File: src/fpq_pkg.sv
`timescale 1ns / 1ps
package fpq_pkg;

    localparam int QUEUE_DEPTH = 16;
    localparam int LEVELS      = 4;
    localparam int ID_W        = 16;
    localparam int LVL_W       = 2;
    localparam int PTR_W       = $clog2(QUEUE_DEPTH);
    localparam int CNT_W       = $clog2(QUEUE_DEPTH + 1);
    localparam int ADDR_W      = $clog2(LEVELS * QUEUE_DEPTH);
    localparam int MEM_DEPTH   = LEVELS * QUEUE_DEPTH;

    localparam logic [2:0] RC_QUEUED    = 3'd0;
    localparam logic [2:0] RC_ALREADY   = 3'd1;
    localparam logic [2:0] RC_NO_CLASS  = 3'd2;
    localparam logic [2:0] RC_NOT_VALID = 3'd3;
    localparam logic [2:0] RC_DEQUEUED  = 3'd4;
    localparam logic [2:0] RC_EMPTY     = 3'd5;
    localparam logic [2:0] RC_FULL      = 3'd6;

    localparam logic KIND_ENQ = 1'b0;
    localparam logic KIND_DEQ = 1'b1;

    localparam logic [1:0] ST_NORMAL    = 2'd0;
    localparam logic [1:0] ST_NOT_VALID = 2'd1;
    localparam logic [1:0] ST_DEMOTED   = 2'd2;

    localparam logic [3:0] CLASS_ONE   = 4'd1;
    localparam logic [3:0] CLASS_TWO   = 4'd2;
    localparam logic [3:0] CLASS_THREE = 4'd3;

    typedef struct packed {
        logic load_in;
        logic exec;
        logic load_id;
    } fpq_cmd_t;

    typedef struct packed {
        logic deq_hit;
    } fpq_sts_t;

    function automatic logic [LVL_W-1:0] level_of(input logic [3:0] cls,
                                                  input logic [1:0] st);
        logic [LVL_W-1:0] lv;
        lv = LVL_W'(3);
        if (st != ST_DEMOTED)
        begin
            case (cls)
                CLASS_ONE:   lv = LVL_W'(0);
                CLASS_TWO:   lv = LVL_W'(1);
                CLASS_THREE: lv = LVL_W'(2);
                default:     lv = LVL_W'(3);
            endcase
        end
        return lv;
    endfunction

    function automatic logic [PTR_W-1:0] advance(input logic [PTR_W-1:0] p);
        logic [PTR_W-1:0] n;
        if (p == PTR_W'(QUEUE_DEPTH - 1))
            n = '0;
        else
            n = p + PTR_W'(1);
        return n;
    endfunction

endpackage

File: src/fpq_ctrl.sv
`timescale 1ns / 1ps
module fpq_ctrl (
    input  logic             clk,
    input  logic             rst_n,
    input  logic             in_valid,
    output logic             in_ready,
    output logic             out_valid,
    input  logic             out_ready,
    input  fpq_pkg::fpq_sts_t sts,
    output fpq_pkg::fpq_cmd_t cmd
);
    import fpq_pkg::*;

    localparam logic [1:0] S_IDLE = 2'd0;
    localparam logic [1:0] S_EXEC = 2'd1;
    localparam logic [1:0] S_READ = 2'd2;

    logic [1:0] state_reg, state_next;
    logic       out_valid_reg, out_valid_next;
    logic       out_free;

    assign out_free  = !out_valid_reg || out_ready;
    assign in_ready  = (state_reg == S_IDLE);
    assign out_valid = out_valid_reg;

    always_comb
    begin
        state_next     = state_reg;
        out_valid_next = out_valid_reg && !out_ready;
        cmd            = '0;
        case (state_reg)
            S_IDLE:
            begin
                if (in_valid)
                begin
                    cmd.load_in = 1'b1;
                    state_next  = S_EXEC;
                end
            end
            S_EXEC:
            begin
                if (out_free)
                begin
                    cmd.exec = 1'b1;
                    if (sts.deq_hit)
                        state_next = S_READ;
                    else
                    begin
                        out_valid_next = 1'b1;
                        state_next     = S_IDLE;
                    end
                end
            end
            S_READ:
            begin
                // output register was drained when the read was issued
                cmd.load_id    = 1'b1;
                out_valid_next = 1'b1;
                state_next     = S_IDLE;
            end
            default:
            begin
                state_next = S_IDLE;
            end
        endcase
    end

    always_ff @(posedge clk or negedge rst_n)
    begin
        if (!rst_n)
        begin
            state_reg     <= S_IDLE;
            out_valid_reg <= 1'b0;
        end
        else
        begin
            state_reg     <= state_next;
            out_valid_reg <= out_valid_next;
        end
    end

endmodule

File: src/fpq_datapath.sv
`timescale 1ns / 1ps
module fpq_datapath (
    input  logic                       clk,
    input  logic                       rst_n,
    input  fpq_pkg::fpq_cmd_t          cmd,
    output fpq_pkg::fpq_sts_t          sts,
    input  logic                       kind,
    input  logic [fpq_pkg::ID_W-1:0]   entry_id,
    input  logic [3:0]                 class_value,
    input  logic                       has_class,
    input  logic                       already_queued,
    input  logic [1:0]                 entry_status,
    input  logic                       has_request,
    output logic [2:0]                 result_code,
    output logic [fpq_pkg::ID_W-1:0]   out_id,
    output logic [fpq_pkg::LVL_W-1:0]  out_level,
    output logic                       clear_request
);
    import fpq_pkg::*;

    // captured item
    logic              kind_reg;
    logic [ID_W-1:0]   id_reg;
    logic [3:0]        class_reg;
    logic              has_class_reg;
    logic              already_reg;
    logic [1:0]        status_reg;
    logic              request_reg;

    logic [PTR_W-1:0]  head_reg [LEVELS];
    logic [PTR_W-1:0]  head_next [LEVELS];
    logic [PTR_W-1:0]  tail_reg [LEVELS];
    logic [PTR_W-1:0]  tail_next [LEVELS];
    logic [CNT_W-1:0]  cnt_reg [LEVELS];
    logic [CNT_W-1:0]  cnt_next [LEVELS];

    logic [ID_W-1:0]   mem [MEM_DEPTH];
    logic [ID_W-1:0]   rd_data_reg;

    logic [2:0]        code_reg;
    logic [ID_W-1:0]   res_id_reg;
    logic [LVL_W-1:0]  level_reg;
    logic              clear_reg;

    logic [LEVELS-1:0] nonempty;
    logic [LVL_W-1:0]  deq_lv;
    logic [LVL_W-1:0]  enq_lv;
    logic [LVL_W-1:0]  sel_lv;
    logic [PTR_W-1:0]  sel_ptr;
    logic [ADDR_W-1:0] addr;
    logic              full;
    logic [2:0]        rc;
    logic [LVL_W-1:0]  rlv;
    logic              rclr;
    logic              do_write;
    logic              do_read;

    always_comb
    begin
        for (int l = 0; l < LEVELS; l++)
            nonempty[l] = (cnt_reg[l] != '0);
        deq_lv = LVL_W'(LEVELS - 1);
        for (int l = LEVELS - 1; l >= 0; l--)
            if (nonempty[l])
                deq_lv = LVL_W'(l);
    end

    assign enq_lv  = level_of(class_reg, status_reg);
    assign sel_lv  = (kind_reg == KIND_DEQ) ? deq_lv : enq_lv;
    assign sel_ptr = (kind_reg == KIND_DEQ) ? head_reg[sel_lv] : tail_reg[sel_lv];
    assign full    = (cnt_reg[sel_lv] == CNT_W'(QUEUE_DEPTH));
    assign addr    = ADDR_W'(sel_lv) * ADDR_W'(QUEUE_DEPTH) + ADDR_W'(sel_ptr);

    always_comb
    begin
        rc   = RC_QUEUED;
        rlv  = '0;
        rclr = 1'b0;
        if (kind_reg == KIND_DEQ)
        begin
            if (|nonempty)
            begin
                rc  = RC_DEQUEUED;
                rlv = deq_lv;
            end
            else
                rc = RC_EMPTY;
        end
        else if (already_reg)
            rc = RC_ALREADY;
        else if (!has_class_reg)
            rc = RC_NO_CLASS;
        else if (status_reg == ST_NOT_VALID)
            rc = RC_NOT_VALID;
        else if (full)
        begin
            rc  = RC_FULL;
            rlv = enq_lv;
        end
        else
        begin
            rc   = RC_QUEUED;
            rlv  = enq_lv;
            rclr = request_reg;
        end
    end

    assign do_write    = (kind_reg == KIND_ENQ) && (rc == RC_QUEUED);
    assign do_read     = (kind_reg == KIND_DEQ) && (|nonempty);
    assign sts.deq_hit = do_read;

    always_comb
    begin
        for (int l = 0; l < LEVELS; l++)
        begin
            head_next[l] = head_reg[l];
            tail_next[l] = tail_reg[l];
            cnt_next[l]  = cnt_reg[l];
        end
        if (cmd.exec && do_write)
        begin
            tail_next[sel_lv] = advance(tail_reg[sel_lv]);
            cnt_next[sel_lv]  = cnt_reg[sel_lv] + CNT_W'(1);
        end
        if (cmd.exec && do_read)
        begin
            head_next[sel_lv] = advance(head_reg[sel_lv]);
            cnt_next[sel_lv]  = cnt_reg[sel_lv] - CNT_W'(1);
        end
    end

    always_ff @(posedge clk or negedge rst_n)
    begin
        if (!rst_n)
        begin
            for (int l = 0; l < LEVELS; l++)
            begin
                head_reg[l] <= '0;
                tail_reg[l] <= '0;
                cnt_reg[l]  <= '0;
            end
        end
        else
        begin
            for (int l = 0; l < LEVELS; l++)
            begin
                head_reg[l] <= head_next[l];
                tail_reg[l] <= tail_next[l];
                cnt_reg[l]  <= cnt_next[l];
            end
        end
    end

    always_ff @(posedge clk)
    begin
        if (cmd.exec && do_write)
            mem[addr] <= id_reg;
        if (cmd.exec)
            rd_data_reg <= mem[addr];
    end

    always_ff @(posedge clk)
    begin
        if (cmd.load_in)
        begin
            kind_reg      <= kind;
            id_reg        <= entry_id;
            class_reg     <= class_value;
            has_class_reg <= has_class;
            already_reg   <= already_queued;
            status_reg    <= entry_status;
            request_reg   <= has_request;
        end
        if (cmd.exec)
        begin
            code_reg   <= rc;
            level_reg  <= rlv;
            clear_reg  <= rclr;
            res_id_reg <= '0;
        end
        if (cmd.load_id)
            res_id_reg <= rd_data_reg;
    end

    assign result_code   = code_reg;
    assign out_id        = res_id_reg;
    assign out_level     = level_reg;
    assign clear_request = clear_reg;

endmodule

File: src/four_level_strict_priority_queue_unit.sv
`timescale 1ns / 1ps
// Channel   Handshake              Payload
// in        in_valid / in_ready    kind, entry_id, class_value, has_class,
//                                  already_queued, entry_status, has_request
// out       out_valid / out_ready  result_code, out_id, out_level, clear_request
//
// One item at a time. Enqueue and empty dequeue pass through the IDLE and EXEC
// states, accept to accept. Dequeue of an entry adds the READ state for the
// registered read of the shared identifier memory.
// The item executes only once the output register is free, so a stalled
// result holds the next item; a new item is accepted while a result waits.
// Reset clears pointers and counts; the identifier memory is not cleared.
module four_level_strict_priority_queue_unit (
    input  logic                       clk,
    input  logic                       rst_n,
    input  logic                       in_valid,
    output logic                       in_ready,
    input  logic                       kind,
    input  logic [fpq_pkg::ID_W-1:0]   entry_id,
    input  logic [3:0]                 class_value,
    input  logic                       has_class,
    input  logic                       already_queued,
    input  logic [1:0]                 entry_status,
    input  logic                       has_request,
    output logic                       out_valid,
    input  logic                       out_ready,
    output logic [2:0]                 result_code,
    output logic [fpq_pkg::ID_W-1:0]   out_id,
    output logic [fpq_pkg::LVL_W-1:0]  out_level,
    output logic                       clear_request
);
    import fpq_pkg::*;

    fpq_cmd_t cmd;
    fpq_sts_t sts;

    fpq_ctrl u_ctrl (
        .clk       (clk),
        .rst_n     (rst_n),
        .in_valid  (in_valid),
        .in_ready  (in_ready),
        .out_valid (out_valid),
        .out_ready (out_ready),
        .sts       (sts),
        .cmd       (cmd)
    );

    fpq_datapath u_dp (
        .clk            (clk),
        .rst_n          (rst_n),
        .cmd            (cmd),
        .sts            (sts),
        .kind           (kind),
        .entry_id       (entry_id),
        .class_value    (class_value),
        .has_class      (has_class),
        .already_queued (already_queued),
        .entry_status   (entry_status),
        .has_request    (has_request),
        .result_code    (result_code),
        .out_id         (out_id),
        .out_level      (out_level),
        .clear_request  (clear_request)
    );

endmodule

File: config.mk
export PLATFORM = sky130hd
export DESIGN_NAME = four_level_strict_priority_queue_unit
export DESIGN_NICKNAME = d
export VERILOG_FILES = /design/src/fpq_pkg.sv /design/src/fpq_ctrl.sv /design/src/fpq_datapath.sv /design/src/four_level_strict_priority_queue_unit.sv
export SDC_FILE = /design/constraint.sdc
export NUM_CORES = 1
export LEC_CHECK = 0
export BUFFER_PORTS_ARGS = -buffer_cell sky130_fd_sc_hd__buf_2
export CAP_MARGIN = 20
export CELL_PAD_IN_SITES_DETAIL_PLACEMENT = 0
export CELL_PAD_IN_SITES_GLOBAL_PLACEMENT = 1
export CORE_MARGIN = 2
export CORE_UTILIZATION = 49
export CTS_BUF_LIST = sky130_fd_sc_hd__clkbuf_8 sky130_fd_sc_hd__clkbuf_16
export DETAILED_ROUTE_END_ITERATION = 10
export PLACE_DENSITY = 0.84
export SETUP_SLACK_MARGIN = 0.02
export SLEW_MARGIN = 20
export SYNTH_ARGS = -nofsm -noshare
export SYNTH_HDL_FRONTEND = slang
export SYNTH_HIERARCHICAL = 1
export SYNTH_SLANG_ARGS = --single-unit
export TNS_END_PERCENT = 100
File: constraint.sdc
create_clock -name clk -period 5.9 [get_ports clk]
set_input_delay 0.295 -clock clk [delete_from_list [all_inputs] [get_ports clk]]
set_output_delay 0.295 -clock clk [all_outputs]
set_load 0.02 [all_outputs]
# [After elaboration in Yosys (flattened, before gate mapping)]
# Memory sizes are Yosys's and may differ from the RTL's. A register that Yosys moved wholly into a read port is not among the register bits.
# Index checks and enable logic that the tools add are counted.
[totals] mem_bits_rw=1024 word_cells=124 register_bits=103 memories=1
[memory_table] name="u_dp.mem" words=64 width=16 read_ports=1 rd_ports_with_merged_regs=1 write_ports=1 line="fpq_datapath.sv:37" rtl="logic [ID_W-1:0] mem [MEM_DEPTH];"
[op_classes] mux=57 bitwise_logic=3 order_cmp=2 addsub=5 eq_ne=12 n_reduce_logical=19
[op_table] operator="$bwmux 20" n=2
[op_table] operator="$mux 20" n=2
[op_table] operator="$mux 4" n=10
[op_table] operator="$bwmux 16" n=2
[op_table] operator="$mux 16" n=2
[op_table] operator="$mux 2" n=12
[op_table] operator="$reduce_bool 5->1" n=4
[op_table] operator="$bmux 4 s2" n=2
[op_table] operator="$mux 3" n=5
[op_table] operator="$mux 5" n=3
[op_table] operator="$mux 1" n=11
[op_table] operator="$bmux 5 s2" n=1
[op_table] operator="$demux 5 s2" n=1
[op_table] operator="$add 4x1->4 const B" n=2
[op_table] operator="$demux 4 s2" n=1
[op_table] operator="$eq 4x2->1 const B" n=2
[op_table] operator="$eq 4x4->1 const B" n=2
[op_table] operator="$add 6x4->6" n=1
[op_table] operator="$logic_and 1x1->1" n=6
[op_table] operator="$pmux 2 s3" n=1
[op_table] operator="$add 5x1->5 const B" n=1
[op_table] operator="$eq 5x5->1 const B" n=1
[op_table] operator="$reduce_or 5->1" n=1
[op_table] operator="$sub 5x1->5 const B" n=1
[op_table] operator="18 further kinds" n=22

# [Longest topological paths before layout]
[depth] word_depth=21 ltp_mapped=17

# [Hierarchy]
# The synthesis kept the hierarchy.
[by_module_without_submodules] mod="fpq_datapath" area_each_um2=45590.0 seq_area_each_um2=33972.6 instances=1 cells_per_inst=2860
[by_module_without_submodules] mod="fpq_ctrl" area_each_um2=216.5 seq_area_each_um2=75.1 instances=1 cells_per_inst=23

# [Worst setup path before layout]
# Ideal clock, no wire load.
[synth_timing] path_type="register to register" from="register u_dp/cnt_reg[5] (netlist bit)" to="memory u_dp.mem[24][0], enable pin" setup_ns=0.430 required_ns=5.470 stages_incl_launch_ff=16 setup_slack_ns=-0.187 arrival_time_ns=5.656 cell_sequence="dfrtp_1 -> or4_1 -> or2_2 -> buf_2 -> and3_4 -> nor2_2 -> nor2_1 -> nor4_1 -> inv_1 -> ha_1 -> and4_4 -> buf_6 -> or4_4 -> buf_6 -> buf_6 -> nor4_1"
[synth_between] elab_chain_cells=20 elab_cells_between_ends=30
[synth_lines] element="start: declaration" line="fpq_datapath.sv:34" rtl="logic [CNT_W-1:0] cnt_reg [LEVELS];"
[synth_lines] element="start signal: indexed assignment" line="fpq_datapath.sv:149" rtl="cnt_reg[l] <= cnt_next[l];"
[synth_lines] element="$reduce_bool 5->1" line="fpq_datapath.sv:61" rtl="nonempty[l] = (cnt_reg[l] != '0);"
[synth_lines] element="$mux 1" line="fpq_datapath.sv:64" rtl="if (nonempty[l])"
[synth_lines] element="$mux 2 (2 in series)" line="fpq_datapath.sv:64"
[synth_lines] element="$mux 2" line="fpq_datapath.sv:69" rtl="assign sel_lv = (kind_reg == KIND_DEQ) ? deq_lv : enq_lv;"
[synth_lines] element="$not 2->3 (not written as such)" line="fpq_datapath.sv:70, fpq_datapath.sv:71"
[synth_lines] element="$bmux 5 s2" line="fpq_datapath.sv:71" rtl="assign full = (cnt_reg[sel_lv] == CNT_W'(QUEUE_DEPTH));"
[synth_lines] element="$mux 5 (not written as such) (2 in series)" line="fpq_datapath.sv:71"
[synth_lines] element="$eq 5x5->1" line="fpq_datapath.sv:71"
[synth_lines] element="(+2 left out)"
[synth_lines] element="$mux 3" line="fpq_datapath.sv:91" rtl="else if (!has_class_reg)"
[synth_lines] element="$mux 3" line="fpq_datapath.sv:89" rtl="else if (already_reg)"
[synth_lines] element="$mux 3" line="fpq_datapath.sv:79" rtl="if (kind_reg == KIND_DEQ)"
[synth_lines] element="$logic_not 3->1" line="fpq_datapath.sv:108" rtl="assign do_write = (kind_reg == KIND_ENQ) && (rc == RC_QUEUED);"
[synth_lines] element="$logic_and 1x1->1" line="fpq_datapath.sv:108"
[synth_lines] element="$logic_and 1x1->1" line="fpq_datapath.sv:156" rtl="if (cmd.exec && do_write)"
[synth_lines] element="$mux 1" line="fpq_datapath.sv:156"
[synth_lines] element="$mux 1 (not written as such)" line="fpq_datapath.sv:157" rtl="mem[addr] <= id_reg;"
[synth_lines] element="end: declaration" line="fpq_datapath.sv:37"
# Several ways; a longest one is shown, not always the timed one. The select of a mux whose other input is x is not followed.

# [Worst setup path after layout]
[layout_timing] from="register u_dp/cnt_reg[11] (netlist bit)" to="register u_dp.rd_data_reg[11] (read register of u_dp.mem) (data pin)"
[layout_between] elab_chain_cells=10 elab_cells_between_ends=13
[layout_lines] element="$reduce_bool 5->1 *" line="fpq_datapath.sv:61"
[layout_lines] element="$mux 2 * (2 in series)" line="fpq_datapath.sv:64"
[layout_lines] element="$mux 2 *" line="fpq_datapath.sv:69"
[layout_lines] element="$not 2->3 (not written as such)" line="fpq_datapath.sv:70" rtl="assign sel_ptr = (kind_reg == KIND_DEQ) ? head_reg[sel_lv] : tail_reg[sel_lv];"
[layout_lines] element="$bmux 4 s2" line="fpq_datapath.sv:70"
[layout_lines] element="$mux 4 (not written as such) (2 in series)" line="fpq_datapath.sv:70"
[layout_lines] element="$mux 4" line="fpq_datapath.sv:70"
[layout_lines] element="$add 6x4->6 *" line="fpq_datapath.sv:72" rtl="assign addr = ADDR_W'(sel_lv) * ADDR_W'(QUEUE_DEPTH) + ADDR_W'(sel_ptr);"
[layout_lines] element="end: declaration" line="fpq_datapath.sv:38" rtl="logic [ID_W-1:0] rd_data_reg;"
# Every way passes the cells marked *; elsewhere a longest branch is shown, timed or not. The select of a mux whose other input is x is not followed.
# A chain may end at the register's enable or synchronous reset.

==> results.py <==
metrics = {
    "outcome": {
        "status": "completed",
    },
    "detailed_routing": {
        "vias_per_cell": 6.54,
        "first_iter_violations": 4486,
        "remaining_drc_errors": 0,
        "dr.pass1.iters": 6,
        "num_vias": 28954,
        "postRouteWirelength_mm": 133,
        "wl_per_cell_um": 30.0,
        "antenna_left": 0,
    },
    "logic_synthesis": {
        "synthCells": 2883,
        "synth-edff-count": 1088,
        "synth_top_area_share_pct": 71.3,
        "avgSynthCellArea_sq_um": 15.9,
        "ys_types": 90,
        "synth_top_area_cell": "edfxtp_1",
        "syn_area_sq_um": 45800,
        "ys_warn_count": 6,
        "async_reset_ff_share_pct": 4.81,
        "synth_nets": 2920,
        "synth.most_common_cell": "edfxtp_1",
        "ys_ff_latch": 1143,
        "ys_seq_area_share_pct": 74.3,
        "synth_ff_type": "edfxtp_1",
        "synthTopCellsByArea": "edfxtp_1, dfrtp_1, mux2_2, nand2_1, mux2i_1",
        "synth_commonest_cells": "edfxtp_1, nand2_1, nand3_1, mux2_2, a21oi_1",
    },
    "hold_path": {
        "hold_path_class": "in2async",
    },
    "floorplanning": {
        "core-area_sq_um": 93000,
        "rows": 112,
        "die_height_um": 310,
        "start_util_pct": 49.2,
        "die_area_sq_um": 95900,
        "io_pins": 54,
        "die_x_um": 310,
    },
    "setup_path": {
        "reg2regPathDepth": 11,
        "start_kind": "flip-flop",
        "crit_type": "reg2reg",
        "end_kind": "flip-flop",
        "reg2reg_from": "u_dp/cnt_reg[11]",
        "required_ns": 6.32,
        "crit_fanout": 51,
        "r2r_slack_ns": 0.06,
        "worstPathArrival_ns": 6.26,
        "reg2reg_to": "u_dp/rd_data_reg[11]",
    },
    "timing": {
        "finalCritPeriodShare_pct": 99.0,
        "setup_viol": 0,
        "tns_ns": 0,
        "hold_viol_final": 0,
        "period_needed_ns": 5.84,
        "worst_pin_slew_ns": 1.19,
        "skew_ns": 0.0704,
        "fmax_ghz": 0.171,
        "maxSlewHeadroom_pct": 20.4,
        "slew_violations": 0,
        "holdWs_ns": 0.264,
        "rsz0062_at_grt": "no",
    },
    "cts": {
        "cts_buffer_depth": 3,
        "path_clk_slew_ns": 0.06,
        "htreeDepth": 3,
        "clk_latency_ns": 0.71,
        "tritoncts": "built",
        "cts.sinks": 1143,
        "cts-buffers-inserted": 109,
        "clockRootBuffer": "clkbuf_16",
    },
    "power": {
        "p_per_area_nw_per_um2": 464,
        "ir_worst_vdd_uv": 323,
        "p_leak_nw": 17.4,
        "p_switching_mw": 8.46,
        "switching_share_pct": 34.5,
        "clkPwrFrac_pct": 29.7,
        "p_seq_share_pct": 40.7,
        "combPwrFrac_pct": 29.6,
        "internal_power_mw": 16.0,
    },
    "cells_and_area": {
        "seq_area_sq_um": 34000,
        "multi_input_area_sq_um": 11200,
        "utilization_pct": 56.7,
        "fillerInstances": 6975,
        "largest_reg_flops": 1024,
        "synthToLayoutAreaGrowth_pct": 15.3,
        "drive_gt1_share_pct": 20.3,
        "stdcell_count": 4427,
        "final_area_sq_um": 52800,
        "nets": 3111,
    },
    "global_route": {
        "grt_max_degree": 95,
        "grt_pass1_wl_mm": 192,
        "grt_pass1_vias": 27841,
        "grt_usage_pct": 27.7,
        "grt-ovfl-total": 0,
        "antenna_found_initial": 5,
    },
    "placed_design": {
        "io_buffers": 53,
        "placedCellCount": 4182,
        "placed_area_sq_um": 48600,
        "gp_congestion": 0.979,
        "dp_hpwl_mm": 82.1,
    },
    "job": {
        "maxCapViolCount": 0,
    },
}
## critical path: stages, from the launching register on
cell and delay (ns):
dfrtp_1 0.42, or4_4 0.59, nor4_4 0.26, buf_4 0.27, a31o_2 0.62, a221o_1 0.43
nand2_4 0.54, nand3_2 0.59, a31oi_1 0.16, or4_1 0.66, a2111oi_2 0.82, nand3_1 0.14
## routing by layer
metal | vias to the layer above | GRT usage, % | share of wire, %
met4 | 6 | 11.7 | 4.7
met1 | 14483 | 37.4 | 36
met2 | 2135 | 43.1 | 46
li1 | 11999 | - | -
met5 | - | 0 | 0.028
met3 | 331 | 6.62 | 13
## area by class of cell
cell class / instances / area share [%]
multi-input combinational: 1532 / 21.3
clock inverter: 95 / 1.89
inverter: 10 / 0.0711
antenna: 3 / 0.0142
timing repair buffer: 278 / 4.04
tap: 1254 / 2.97
sequential: 1143 / 64.5
clock buffer: 112 / 5.29
## power groups by stage
stage | Sequential [mW] | Combinational (mW) | Clock (mW)
after CTS | 9.95 | 7.05 | 7.34
after floorplan | 10.3 | 3.76 | 0
final | 9.97 | 7.27 | 7.28
after global routing | 9.98 | 7.51 | 7.67
after global placement | 10.1 | 6.86 | 0
after detailed placement | 10.1 | 6.99 | 0
## cell usage in the layout, fill, tap and decap left out, types with 55 or more instances in the layout
cell type  Yosys  layout
mux2i_1       72      72
o21ai_0       71      71
mux2_2       102     102
nand2_1      269     266
dfrtp_1       55      55
edfxtp_1    1088    1088
buf_4         13     186
a22oi_1       93      92
clkbuf_16      0     111
a221oi_1      59      59
nand3_1      127     127
nor2_1        84      80
a31oi_1       61      61
a21oi_1       94      94
## per-stage QoR
stage | setup slack [ns] | power, mW
6_report | 0.0565 | 24.5
5_1_grt | 0.0600 | 25.2
3_3_place_gp | -0.0962 | 17.0
4_1_cts | 0.152 | 24.3
3_5_place_dp | 0.177 | 17.1
2_1_floorplan | -0.187 | 14.1
## worst max path at each step
stage                     start                    to  slack (ns)  cells past startpoint
5_1_grt        u_dp/cnt_reg[11]  u_dp/rd_data_reg[11]        0.06                     11
3_5_place_dp   u_dp/cnt_reg[11]   u_dp/rd_data_reg[3]        0.18                     11
6_report       u_dp/cnt_reg[11]  u_dp/rd_data_reg[11]        0.06                     11
3_3_place_gp   u_dp/cnt_reg[11]  u_dp/rd_data_reg[12]        -0.1                     11
4_1_cts        u_dp/cnt_reg[11]   u_dp/rd_data_reg[3]        0.15                     11
2_1_floorplan   u_dp/cnt_reg[5]        u_dp/mem[0][0]       -0.19                     15
## logic make-up (layout without fill, tap and decap cells)
family / Yosys count / count (layout) / share of synthesized area, %
compound gates: 632 / 632 / 10.0
xor+xnor: 8 / 8 / 0.153
fa+ha+maj: 7 / 7 / 0.191
buf+inv: 208 / 495 / 2.20
flops: 1143 / 1143 / 74.3
mux: 206 / 206 / 5.65
other cells: 0 / 3 / 0
simple gates: 679 / 679 / 7.45
## repair_timing
item | CTS | global route
setup buffers | 0 | 5
hold buffers | 30 | 0
hold endpoints to repair | 84 | 0
endpoints found under the setup margin | 0 | 4
gates resized for setup | 0 | 3
Power figures use the tool's default switching activity.
